===== config.mk =====
export PLATFORM = sky130hd
export DESIGN_NAME = command_frame_receiver_core_flat
export DESIGN_NICKNAME = d
export VERILOG_FILES = /design/src/rtl/core/cfr_pkg.sv /design/src/rtl/core/cfr_if.sv /design/src/rtl/core/cfr_in_reg.sv /design/src/rtl/core/cfr_parser.sv /design/src/rtl/core/command_frame_receiver_core.sv /design/src/flat_wrapper.sv
export SDC_FILE = /design/constraint.sdc
export NUM_CORES = 1
export LEC_CHECK = 0
export BUFFER_PORTS_ARGS = -buffer_cell sky130_fd_sc_hd__buf_4
export CORE_ASPECT_RATIO = 1.1
export CORE_MARGIN = 2
export CORE_UTILIZATION = 35
export CTS_BUF_LIST = sky130_fd_sc_hd__clkbuf_2 sky130_fd_sc_hd__clkbuf_4 sky130_fd_sc_hd__clkbuf_8
export DETAILED_ROUTE_END_ITERATION = 6
export PLACE_DENSITY_LB_ADDON = 0.05
export SYNTH_ARGS = -nofsm -noshare
export SYNTH_HDL_FRONTEND = slang
export SYNTH_SLANG_ARGS = --single-unit

===== constraint.sdc =====
create_clock -name clk_i -period 5.17 [get_ports clk_i]
set_clock_uncertainty 0.1 [all_clocks]
set_input_delay 0.517 -clock clk_i [delete_from_list [all_inputs] [get_ports clk_i]]
set_output_delay 0.517 -clock clk_i [all_outputs]
set_load 0.05 [all_outputs]

===== src/rtl/core/cfr_pkg.sv =====
// ----------------------------------------------------------------------------
// cfr_pkg
// Types, constants and helpers shared by the command frame receiver.
// ----------------------------------------------------------------------------
package cfr_pkg;

  localparam int unsigned MaxPayload = 64;
  localparam int unsigned ByteW      = 8;
  localparam int unsigned CountW     = $clog2(MaxPayload + 1);
  localparam int unsigned PosW       = 6;

  localparam logic [ByteW-1:0] StartByte = 8'h21;
  localparam logic [ByteW-1:0] MaxLen    = ByteW'(MaxPayload);

  typedef enum logic [2:0] {
    KIND_DATA   = 3'd0,
    KIND_OK     = 3'd1,
    KIND_BADSUM = 3'd2,
    KIND_BADLEN = 3'd3,
    KIND_BADCMD = 3'd4
  } kind_e;

  typedef enum logic [4:0] {
    PH_HUNT  = 5'b00001,
    PH_CMD   = 5'b00010,
    PH_LEN   = 5'b00100,
    PH_DATA  = 5'b01000,
    PH_CHECK = 5'b10000
  } phase_e;

  typedef struct packed {
    kind_e            kind;
    logic [ByteW-1:0] command;
    logic [ByteW-1:0] value;
    logic [PosW-1:0]  position;
    logic             frame_end;
  } result_t;

  function automatic logic known_command(input logic [ByteW-1:0] c);
    return (c == 8'h56) || (c == 8'h43) || (c == 8'h47) || (c == 8'h53) ||
           (c == 8'h49) || (c == 8'h48) || (c == 8'h4D);
  endfunction

endpackage


===== src/rtl/core/cfr_if.sv =====
// ----------------------------------------------------------------------------
// cfr_byte_if / cfr_result_if
// Valid/ready channels for received bytes and receiver results.
// ----------------------------------------------------------------------------
interface cfr_byte_if;
  logic       valid;
  logic       ready;
  logic [7:0] rx_byte;

  modport source (output valid, output rx_byte, input ready);
  modport sink   (input valid, input rx_byte, output ready);
endinterface

interface cfr_result_if;
  logic       valid;
  logic       ready;
  logic [2:0] kind;
  logic [7:0] command;
  logic [7:0] value;
  logic [5:0] position;
  logic       frame_end;

  modport source (output valid, output kind, output command, output value,
                  output position, output frame_end, input ready);
  modport sink   (input valid, input kind, input command, input value,
                  input position, input frame_end, output ready);
endinterface


===== src/rtl/core/cfr_in_reg.sv =====
// ----------------------------------------------------------------------------
// cfr_in_reg
// Input register stage for received bytes.
// ----------------------------------------------------------------------------
module cfr_in_reg (
  input  logic                     clk_i,
  input  logic                     rst_ni,
  input  logic                     valid_i,
  output logic                     ready_o,
  input  logic [cfr_pkg::ByteW-1:0] byte_i,
  output logic                     valid_o,
  input  logic                     ready_i,
  output logic [cfr_pkg::ByteW-1:0] byte_o
);
  import cfr_pkg::*;

  logic             valid_q, valid_d;
  logic [ByteW-1:0] byte_q;

  assign ready_o = !valid_q || ready_i;
  assign valid_d = (valid_i && ready_o) || (valid_q && !ready_i);

  always_ff @(posedge clk_i or negedge rst_ni) begin
    if (!rst_ni) begin
      valid_q <= 1'b0;
    end else begin
      valid_q <= valid_d;
    end
  end

  always_ff @(posedge clk_i) begin
    if (valid_i && ready_o) begin
      byte_q <= byte_i;
    end
  end

  assign valid_o = valid_q;
  assign byte_o  = byte_q;

endmodule


===== src/rtl/core/cfr_parser.sv =====
// ----------------------------------------------------------------------------
// cfr_parser
// Frame state machine with checksum, payload indexing and result register.
// ----------------------------------------------------------------------------
module cfr_parser (
  input  logic                      clk_i,
  input  logic                      rst_ni,
  input  logic                      valid_i,
  output logic                      ready_o,
  input  logic [cfr_pkg::ByteW-1:0] byte_i,
  output logic                      valid_o,
  input  logic                      ready_i,
  output cfr_pkg::result_t          result_o
);
  import cfr_pkg::*;

  phase_e            phase_q, phase_d;
  logic [ByteW-1:0]  cmd_q, cmd_d;
  logic [ByteW-1:0]  len_q, len_d;
  logic [CountW-1:0] cnt_q, cnt_d;
  logic [ByteW-1:0]  sum_q, sum_d;
  logic [ByteW-1:0]  sum_add;
  logic [CountW-1:0] cnt_inc;
  logic              take;
  logic              emit;
  logic              res_valid_q, res_valid_d;
  result_t           res_q, res_d;

  assign take    = valid_i && (!res_valid_q || ready_i);
  assign ready_o = !res_valid_q || ready_i;
  assign sum_add = sum_q + byte_i;
  assign cnt_inc = cnt_q + CountW'(1);

  always_comb begin
    phase_d = phase_q;
    cmd_d   = cmd_q;
    len_d   = len_q;
    cnt_d   = cnt_q;
    sum_d   = sum_q;
    emit    = 1'b0;
    res_d.kind      = KIND_DATA;
    res_d.command   = cmd_q;
    res_d.value     = len_q;
    res_d.position  = '0;
    res_d.frame_end = 1'b1;
    unique case (phase_q)
      PH_HUNT: begin
        if (byte_i == StartByte) begin
          sum_d   = byte_i;
          phase_d = PH_CMD;
        end
      end
      PH_CMD: begin
        cmd_d   = byte_i;
        sum_d   = sum_add;
        phase_d = PH_LEN;
      end
      PH_LEN: begin
        len_d = byte_i;
        sum_d = sum_add;
        cnt_d = '0;
        if (byte_i > MaxLen) begin
          phase_d     = PH_HUNT;
          emit        = 1'b1;
          res_d.kind  = KIND_BADLEN;
          res_d.value = byte_i;
        end else if (byte_i == '0) begin
          phase_d = PH_CHECK;
        end else begin
          phase_d = PH_DATA;
        end
      end
      PH_DATA: begin
        emit            = 1'b1;
        res_d.kind      = KIND_DATA;
        res_d.value     = byte_i;
        res_d.position  = cnt_q[PosW-1:0];
        res_d.frame_end = 1'b0;
        sum_d           = sum_add;
        cnt_d           = cnt_inc;
        if (ByteW'(cnt_inc) >= len_q) begin
          phase_d = PH_CHECK;
        end
      end
      PH_CHECK: begin
        sum_d   = sum_add;
        emit    = 1'b1;
        phase_d = PH_HUNT;
        if (sum_add != '0) begin
          res_d.kind = KIND_BADSUM;
        end else if (!known_command(cmd_q)) begin
          res_d.kind = KIND_BADCMD;
        end else begin
          res_d.kind = KIND_OK;
        end
      end
      default: begin
        phase_d = PH_HUNT;
      end
    endcase
  end

  always_comb begin
    res_valid_d = res_valid_q && !ready_i;
    if (take) begin
      res_valid_d = emit;
    end
  end

  always_ff @(posedge clk_i or negedge rst_ni) begin
    if (!rst_ni) begin
      phase_q     <= PH_HUNT;
      cmd_q       <= '0;
      len_q       <= '0;
      cnt_q       <= '0;
      sum_q       <= '0;
      res_valid_q <= 1'b0;
    end else begin
      res_valid_q <= res_valid_d;
      if (take) begin
        phase_q <= phase_d;
        cmd_q   <= cmd_d;
        len_q   <= len_d;
        cnt_q   <= cnt_d;
        sum_q   <= sum_d;
      end
    end
  end

  always_ff @(posedge clk_i) begin
    if (take && emit) begin
      res_q <= res_d;
    end
  end

  assign valid_o  = res_valid_q;
  assign result_o = res_q;

  a_badlen_hunt: assert property (@(posedge clk_i) disable iff (!rst_ni)
    take && (phase_q == PH_LEN) && (byte_i > MaxLen) |=> (phase_q == PH_HUNT))
    else $error("length error did not return to hunt");

  a_data_count: assert property (@(posedge clk_i) disable iff (!rst_ni)
    (phase_q == PH_DATA) |-> (ByteW'(cnt_q) < len_q))
    else $error("payload count reached length in data phase");

  a_check_verdict: assert property (@(posedge clk_i) disable iff (!rst_ni)
    take && (phase_q == PH_CHECK) |=> res_valid_q && res_q.frame_end)
    else $error("checksum byte gave no verdict");

  a_hunt_silent: assert property (@(posedge clk_i) disable iff (!rst_ni)
    take && (phase_q == PH_HUNT) && ready_i |=> !res_valid_q)
    else $error("result produced while hunting");

endmodule


===== src/rtl/core/command_frame_receiver_core.sv =====
// ----------------------------------------------------------------------------
// command_frame_receiver_core
// Receives '!'-framed command frames byte by byte, checks length, checksum and
// command, forwards payload bytes and reports one verdict per frame.
// ----------------------------------------------------------------------------
// channel  dir  payload                                   beat
// rx_i     in   rx_byte[7:0]                              one received byte
// res_o    out  kind, command, value, position, frame_end one result
//
// One beat per cycle in while res_o does not stall; each byte is held in the
// input register and is parsed into the result register as it advances.
// A result shows on res_o after the input and result registers; stray, start,
// command and length bytes (except a length error) produce no result.
// A stalled result holds the parser, also for bytes that give no result;
// the input register takes one more beat only while it is empty.
// Reset returns the parser to hunting with all frame state cleared.
// ----------------------------------------------------------------------------
module command_frame_receiver_core (
  input  logic         clk_i,
  input  logic         rst_ni,
  cfr_byte_if.sink     rx_i,
  cfr_result_if.source res_o
);
  import cfr_pkg::*;

  logic             pv_valid;
  logic             pv_ready;
  logic [ByteW-1:0] pv_byte;
  result_t          result;

  cfr_in_reg u_in_reg (
    .clk_i   (clk_i),
    .rst_ni  (rst_ni),
    .valid_i (rx_i.valid),
    .ready_o (rx_i.ready),
    .byte_i  (rx_i.rx_byte),
    .valid_o (pv_valid),
    .ready_i (pv_ready),
    .byte_o  (pv_byte)
  );

  cfr_parser u_parser (
    .clk_i    (clk_i),
    .rst_ni   (rst_ni),
    .valid_i  (pv_valid),
    .ready_o  (pv_ready),
    .byte_i   (pv_byte),
    .valid_o  (res_o.valid),
    .ready_i  (res_o.ready),
    .result_o (result)
  );

  assign res_o.kind      = result.kind;
  assign res_o.command   = result.command;
  assign res_o.value     = result.value;
  assign res_o.position  = result.position;
  assign res_o.frame_end = result.frame_end;

endmodule


===== src/flat_wrapper.sv =====
// flat-port wrapper written by rule: the top's interface ports become plain ports
module command_frame_receiver_core_flat import cfr_pkg::*;
  (clk_i, rst_ni, rx_i_valid, rx_i_rx_byte, rx_i_ready, res_o_valid, res_o_kind, res_o_command, res_o_value, res_o_position, res_o_frame_end, res_o_ready);
  cfr_byte_if rx_i_i ();
  cfr_result_if res_o_i ();
  input  logic clk_i;
  input  logic rst_ni;
  input wire logic [$bits(rx_i_i.valid)-1:0] rx_i_valid;
  input wire logic [$bits(rx_i_i.rx_byte)-1:0] rx_i_rx_byte;
  output wire logic [$bits(rx_i_i.ready)-1:0] rx_i_ready;
  output wire logic [$bits(res_o_i.valid)-1:0] res_o_valid;
  output wire logic [$bits(res_o_i.kind)-1:0] res_o_kind;
  output wire logic [$bits(res_o_i.command)-1:0] res_o_command;
  output wire logic [$bits(res_o_i.value)-1:0] res_o_value;
  output wire logic [$bits(res_o_i.position)-1:0] res_o_position;
  output wire logic [$bits(res_o_i.frame_end)-1:0] res_o_frame_end;
  input wire logic [$bits(res_o_i.ready)-1:0] res_o_ready;
  assign rx_i_i.valid = rx_i_valid;
  assign rx_i_i.rx_byte = rx_i_rx_byte;
  assign rx_i_ready = rx_i_i.ready;
  assign res_o_valid = res_o_i.valid;
  assign res_o_kind = res_o_i.kind;
  assign res_o_command = res_o_i.command;
  assign res_o_value = res_o_i.value;
  assign res_o_position = res_o_i.position;
  assign res_o_frame_end = res_o_i.frame_end;
  assign res_o_i.ready = res_o_ready;
  command_frame_receiver_core u_core (.clk_i(clk_i), .rst_ni(rst_ni), .rx_i(rx_i_i), .res_o(res_o_i));
endmodule

==> out/results.tsv, run 1 <==
stage	metric	value	unit
clock_network	cts_root_buffer	clkbuf_8	
logic_synthesis	synth.top_cell.area_share	28.4	%
critical_path	worstReg2RegStart	u_core.u_parser.phase_q[2]	
logic_synthesis	synth_seq_area_share	54.9	%
placed_design	place_area	4000	um^2
critical_path	crit_buf_inv	1	
pwr	p_sw	802	uW
critical_path	worstSetupPathType	register to register	
logic_synthesis	syn_area	3590	um^2
critical_path	endpoint	u_core.u_parser.result_o[2]	
pwr	p_sw_share	36.2	%
die	coreArea	9940	um^2
finish	fin_nets	369	
placed_design	dp_hpwl	5.73	mm
finish	fill_cells	955	
global_route	overflow	0	
die	dieArea	11100	um^2
sta	max-slew-margin-rel	54.5	%
pwr	p_seq_share	40.2	%
detailed_routing	drt-pass1-iter-count	4	
pwr	peakVddDrop	0.200	mV
clock_network	cts.path.max_buffers	2	
clock_network	path_clk_slew	0.08	ns
logic_synthesis	synth_common_cells	37 x dfrtp_1, 34 x edfxtp_1, 24 x mux2_2, 20 x nand2_1, 19 x o21ai_0	
detailed_routing	vias	2378	
global_route	grtUsageMet2	25.3	%
finish	drive_gt1_share	26.0	%
placed_design	io_buffer_count	39	
logic_synthesis	synthesis.nets	329	
detailed_routing	viasPerCell	5.10	
sta	setup_viol	0	
global_route	use_met1	20.6	%
sta	drv_slew	0	
clock_network	htreeDepth	3	
logic_synthesis	yosysMostFrequentCell	dfrtp_1	
critical_path	critPathTopFamily	simple AND/OR/NAND/NOR gates	
global_route	antenna_found_initial	0	
logic_synthesis	ys_ff_latch	72	
sta	fmaxAchievable	325	MHz
die	start_util	36.2	%
clock_network	worstSkewPairLatency	0.36	ns
critical_path	critPathArrivalTime	3.02	ns
detailed_routing	first_iter_violations	64	
global_route	top_usage_layer	met2	
critical_path	reg2reg_depth	5	
global_route	grtUsageTotal	15.7	%
clock_network	cts_resized	0	
sta	rsz0062_at_grt	no	
worst_hold_path	hold_class	input pin to asynchronous set/reset pin	
clock_network	ctsHoldBuffers	0	
critical_path	crit_chain	nor4b_2 -> nand2_1 -> o31a_1 -> a21oi_2 -> buf_4	
sta	max_slew.worst_pin.slew	0.676	ns
critical_path	cp.required	5.11	ns
detailed_routing	wl_per_cell	17.2	um
pwr	p_clk_share	24.8	%
pwr	p_leak	1.83	nW
finish	multi_input_area	1510	um^2
finish	regArea	1970	um^2
sta	hold_violations	0	
critical_path	crit_path_start	u_core.u_parser.phase_q[2]	
logic_synthesis	synth_edf_count	34	
die	die_y	110	um
die	die_w	101	um
logic_synthesis	ys.flop_type	dfrtp_1	
finish	design_area	4240	um^2
sta	fin_crit	3.08	ns
sta	final.setup.tns	0	ns
clock_network	post_cts_buffers	0	
flow_run	drv_cap	0	
pwr	p_per_area	522	nW/um^2
pwr	p_total	2.21	mW
die	rows	38	
outcome	status	completed	
die	io_pins	40	
critical_path	slowest_stage	nor4b_2	
global_route	grt_max_degree	39	
logic_synthesis	ys_types	52	
critical_path	cp.depth	5	
global_route	use_met3	3.47	%
placed_design	routabilityCongestion	0.781	
clock_network	cts_sinks	72	
critical_path	r2r_slack	2.09	ns
critical_path	end_kind	register	
detailed_routing	finalWirelength	8.02	mm
sta	period_share	59.5	%
global_route	grt_pass1_vias	2358	
logic_synthesis	yosys.area.top_type	edfxtp_1	
critical_path	cp-start-kind	register	
logic_synthesis	async_flop_share	52.8	%
clock_network	cts-buffers-inserted	9	
clock_network	tritoncts	yes	
logic_synthesis	syn_inst	301	
finish	area_growth	18.0	%
global_route	grt_pass1_wl	12.8	mm
logic_synthesis	ys_top_cells_by_area	edfxtp_1 28%, dfrtp_1 26%, mux2_2 7.5%	
logic_synthesis	syn_area_per_cell	11.9	um^2
finish	diodes	0	
detailed_routing	drcViolationCount	0	
pwr	internal-power	1.41	mW
logic_synthesis	yosys_warnings	0	
pwr	pwr-share-comb	35.0	%
detailed_routing	ant_nets	0	
critical_path	r2r-end	u_core.u_parser.result_o[2]	
critical_path	worstPathMaxFanout	16	
critical_path	slowest_delay	0.63	ns
==> routing by layer <==
metal | vias to the layer above | part of all wire (%)
met3 | 9 | 4.3
met2 | 51 | 47
met5 | - | 0
met1 | 1133 | 47
met4 | 0 | 1.3
li1 | 1185 | -
==> area by class of cell <==
cell class	count	area share [%]
Multi-Input combinational cell	201	35.6
Sequential cell	72	46.5
Inverter	17	1.56
Timing Repair Buffer	40	7.08
Clock inverter	7	2.83
Tap cell	120	3.54
Clock buffer	9	2.92
==> state kept, by name, summed over array words and instances, names as in the netlist <==
name / cells
u_core.u_in_reg.byte_o: 8
u_core.u_in_reg.valid_o: 1
u_core.u_parser.cmd_q: 8
u_core.u_parser.cnt_q: 7
u_core.u_parser.len_q: 8
u_core.u_parser.phase_q: 5
u_core.u_parser.result_o: 26
u_core.u_parser.sum_q: 8
u_core.u_parser.valid_o: 1
==> power by group through the flow <==
stage	logic (mW)	registers, mW	clock network [mW]
after floorplan	0.573	0.907	0
after global placement	0.780	0.900	0
after detailed placement	0.777	0.904	0
after CTS	0.783	0.891	0.561
after global routing	0.864	0.911	0.589
final	0.775	0.890	0.550
==> cell usage in the layout (no fill, tap or decap), types with 2 or more instances in the layout <==
cell,netlist,routed
buf_4,0,40
dfrtp_1,37,37
edfxtp_1,34,34
mux2_2,24,24
nand2_1,20,20
o21ai_0,19,19
nor2_1,17,17
inv_1,15,15
ha_1,15,15
nand2b_1,11,11
a21oi_1,10,9
clkbuf_8,0,9
xor2_1,8,8
and3_1,8,8
a22o_1,8,8
nand3_1,7,7
xnor2_1,5,5
mux2i_1,3,3
nand3b_1,3,3
nor4_1,3,3
nor3b_1,3,3
a211oi_1,3,3
o31ai_1,3,3
or4_1,3,3
o31ai_2,3,3
bufinv_16,0,3
nor3_1,2,2
a221o_1,2,2
o211a_1,2,2
clkinv_4,0,2
==> worst register-to-register path, stage by stage (launching register included) <==
cell,delay (ns)
dfrtp_1,0.48
nor4b_2,0.63
nand2_1,0.29
o31a_1,0.33
a21oi_2,0.56
buf_4,0.38
==> worst min path at each step <==
stage | from | slack (ns) | endpoint
6_report | rst_ni | 0.03 | u_core.u_parser.cnt_q[6]
5_1_grt | rst_ni | 0.06 | u_core.u_parser.cnt_q[6]
4_1_cts | rst_ni | 0.05 | u_core.u_parser.len_q[7]
3_5_place_dp | u_core.u_parser.cmd_q[5] | 0.38 | u_core.u_parser.result_o[20]
3_3_place_gp | u_core.u_parser.cmd_q[5] | 0.37 | u_core.u_parser.result_o[20]
2_1_floorplan | rst_ni | 0.12 | u_core.u_in_reg.valid_o
==> logic make-up (layout without fill, tap and decap cells) <==
family / count (synthesis) / count (layout) / share of synthesized area, %
multiplexers: 27 / 27 / 8.35
XOR/XNOR: 13 / 13 / 3.17
buffers and inverters: 28 / 73 / 3.24
AO/OA/AOI/OAI: 59 / 59 / 11.8
AND/OR/NAND/NOR: 86 / 86 / 12.8
adder cells (fa/ha/maj): 16 / 16 / 5.78
flip-flops: 72 / 72 / 54.9
==> metrics by stage <==
stage / instances / hold WS (ns) / setup WS, ns / utilization (%)
4_1_cts: 466 / 0.0533 / 2.03 / 42.7
6_report: 466 / 0.0278 / 2.09 / 42.7
2_1_floorplan: 301 / 0.121 / 1.79 / -
3_5_place_dp: 450 / 0.382 / 2.03 / 40.2
5_1_grt: 466 / 0.0620 / 1.89 / 42.7
3_3_place_gp: 450 / 0.373 / 2.11 / 40.2
Note: power is estimated with default switching activity, not from simulation.
==> inputs of run 2 (changes only) <==
clock period = 2.5 ns   (was 5.17 ns; I/O delays follow)
==> out/results.tsv, run 2 (same netlist as run 1, synthesis figures left out) <==
stage	metric	value	unit	change
outcome	status	completed		
critical_path	cp.required	2.68	ns	-2.43 ns
die	die_y	110	um	unchanged
pwr	p_total	4.94	mW	+120%
sta	rsz0062_at_grt	yes		
critical_path	slowest_delay	0.56	ns	-0.07 ns
critical_path	crit_buf_inv	2		+1
placed_design	dp.cells	492		+9.3%
detailed_routing	top_layer	met4		
detailed_routing	first_iter_violations	94		+47%
sta	fin_crit	2.48	ns	-0.599 ns
finish	utilization	49.9	%	+7.2 points
detailed_routing	finalWirelength	8.57	mm	+6.8%
pwr	peakVddDrop	0.431	mV	+120%
placed_design	io_buffer_count	39		unchanged
critical_path	critPathTopFamily	simple AND/OR/NAND/NOR gates		
clock_network	htreeDepth	3		unchanged
detailed_routing	drcViolationCount	0		unchanged
clock_network	worstSkewPairLatency	0.36	ns	about the same
placed_design	place_area	4330	um^2	+8.3%
sta	max_slew.worst_pin.slew	0.664	ns	-0.0120 ns
detailed_routing	met1Wirelength	4.20	mm	+11%
detailed_routing	drt-pass1-iter-count	4		unchanged
global_route	grt_pass1_wl	13.5	mm	+5.1%
sta	hold_violations	0		unchanged
sta	setup_viol	0		unchanged
finish	fill_cells	869		-9.0%
sta	drv_slew	0		unchanged
finish	design_area	4960	um^2	+17%
sta	fmaxAchievable	403	MHz	+24%
finish	layout_commonest_cell	buf_4		
clock_network	cts-buffers-inserted	9		unchanged
critical_path	worstSetupPathType	register to register		
detailed_routing	wl_met3	241	um	-30%
detailed_routing	ant_nets	0		unchanged
global_route	grt_pass1_vias	2606		+11%
sta	holdWs	0.101	ns	+0.0727 ns
critical_path	end_kind	register		
global_route	antenna_found_initial	0		unchanged
finish	drive_gt1_share	43.4	%	+17 points
placed_design	dp_hpwl	6.14	mm	+7.1%
sta	period_share	99.2	%	+40 points
pwr	p_per_area	996	nW/um^2	+91%
clock_network	tritoncts	yes		
clock_network	path_clk_slew	0.08	ns	about the same
detailed_routing	route.met2.wl	4.04	mm	+6.6%
pwr	p_leak	2.17	nW	+19%
critical_path	crit_chain	or4_4 -> or4_4 -> a21o_1 -> a31oi_4 -> buf_4 -> buf_4 -> nor2_1 -> a21oi_1		
global_route	grtUsageTotal	16.1	%	+0.44 points
finish	final_cell_mix	87 x buf_4, 35 x dfrtp_1, 34 x edfxtp_1, 22 x mux2_2		
finish	largest_reg_flops	26		unchanged
finish	diodes	0		unchanged
detailed_routing	wl_per_cell	16.2	um	-5.7%
die	rows	38		unchanged
sta	max-slew-margin-rel	55.7	%	+1.2 points
critical_path	worstPathMaxFanout	4		-12
finish	fin_nets	431		+17%
finish	area_growth	38.0	%	
die	dieArea	11100	um^2	unchanged
finish	fin_cells	528		+13%
die	io_pins	40		unchanged
placed_design	routabilityCongestion	0.770		-1.4%
die	die_w	101	um	unchanged
critical_path	slowest_stage	or4_4		
clock_network	cts.path.max_buffers	2		unchanged
global_route	grt_max_degree	39		unchanged
detailed_routing	viasPerCell	4.94		-3.2%
flow_run	drv_cap	0		unchanged
clock_network	cts_sinks	72		unchanged
clock_network	cts_root_buffer	clkbuf_8		
detailed_routing	vias	2609		+9.7%
critical_path	critPathArrivalTime	2.66	ns	-0.36 ns
global_route	overflow	0		unchanged
die	coreArea	9940	um^2	unchanged
die	start_util	36.2	%	unchanged
worst_hold_path	hold_class	input pin to register		
critical_path	cp-start-kind	register		
[run 2: per-layer routing]
metal	up-vias	GRT usage, %
met3	9	3.28
met1	1265	22.2
met2	38	25.9
li1	1297	-
met4	0	4.70
met5	-	0
[run 2: repair_timing]
item | 4_1_cts | 5_1_grt
resized for setup | 23 | 28
buffers inserted | 6 | 5
hold buffers | 10 | 0
endpoints found under the setup margin | 14 | 17
endpoints found under the hold margin | 46 | 0
pin swaps | 10 | 16
[run 2: report_power, final]
part	switching, mW	internal, mW
sequential	0.259	1.57
combinational	1.11	1.05
clock	0.470	0.477
[run 2: area by class of cell]
class | instances | area [um^2] | share of cell area, %
Multi-Input combinational cell | 201 | 1760 | 35.4
Clock buffer | 10 | 131 | 2.65
Clock inverter | 6 | 68.8 | 1.39
Timing Repair Buffer | 102 | 810 | 16.3
Inverter | 17 | 68.8 | 1.39
Sequential cell | 72 | 1980 | 39.8
Tap cell | 120 | 150 | 3.03
[run 2: stage by stage]
stage,setup slack (ns),TNS [ns]
2_1_floorplan,0.00866,0
3_3_place_gp,-0.108,-0.658
3_5_place_dp,-0.139,-0.786
4_1_cts,-0.00423,-0.00868
5_1_grt,-0.0585,-0.469
6_report,0.0211,0
[run 2: worst register-to-register path, stage by stage, from the launching register on]
cell	delay, ns
edfxtp_1	0.44
or4_4	0.56
or4_4	0.43
a21o_1	0.22
a31oi_4	0.23
buf_4	0.17
buf_4	0.11
nor2_1	0.04
a21oi_1	0.12
[run 2: path summary, 6_finish.rpt]
check | from | to | slack (ns) | depth (start not counted)
max in group asynchronous | rst_ni | u_core.u_parser.cnt_q[1] | 1.60 | 2
max | u_core.u_in_reg.byte_o[3] | u_core.u_parser.sum_q[0] | 0.02 | 8
min | res_o_ready | u_core.u_in_reg.valid_o | 0.10 | 3
min reg2reg | u_core.u_parser.cmd_q[5] | u_core.u_parser.result_o[20] | 0.39 | 0
max reg2reg | u_core.u_in_reg.byte_o[3] | u_core.u_parser.sum_q[0] | 0.02 | 8
min in group asynchronous | rst_ni | u_core.u_parser.cmd_q[5] | 0.29 | 2
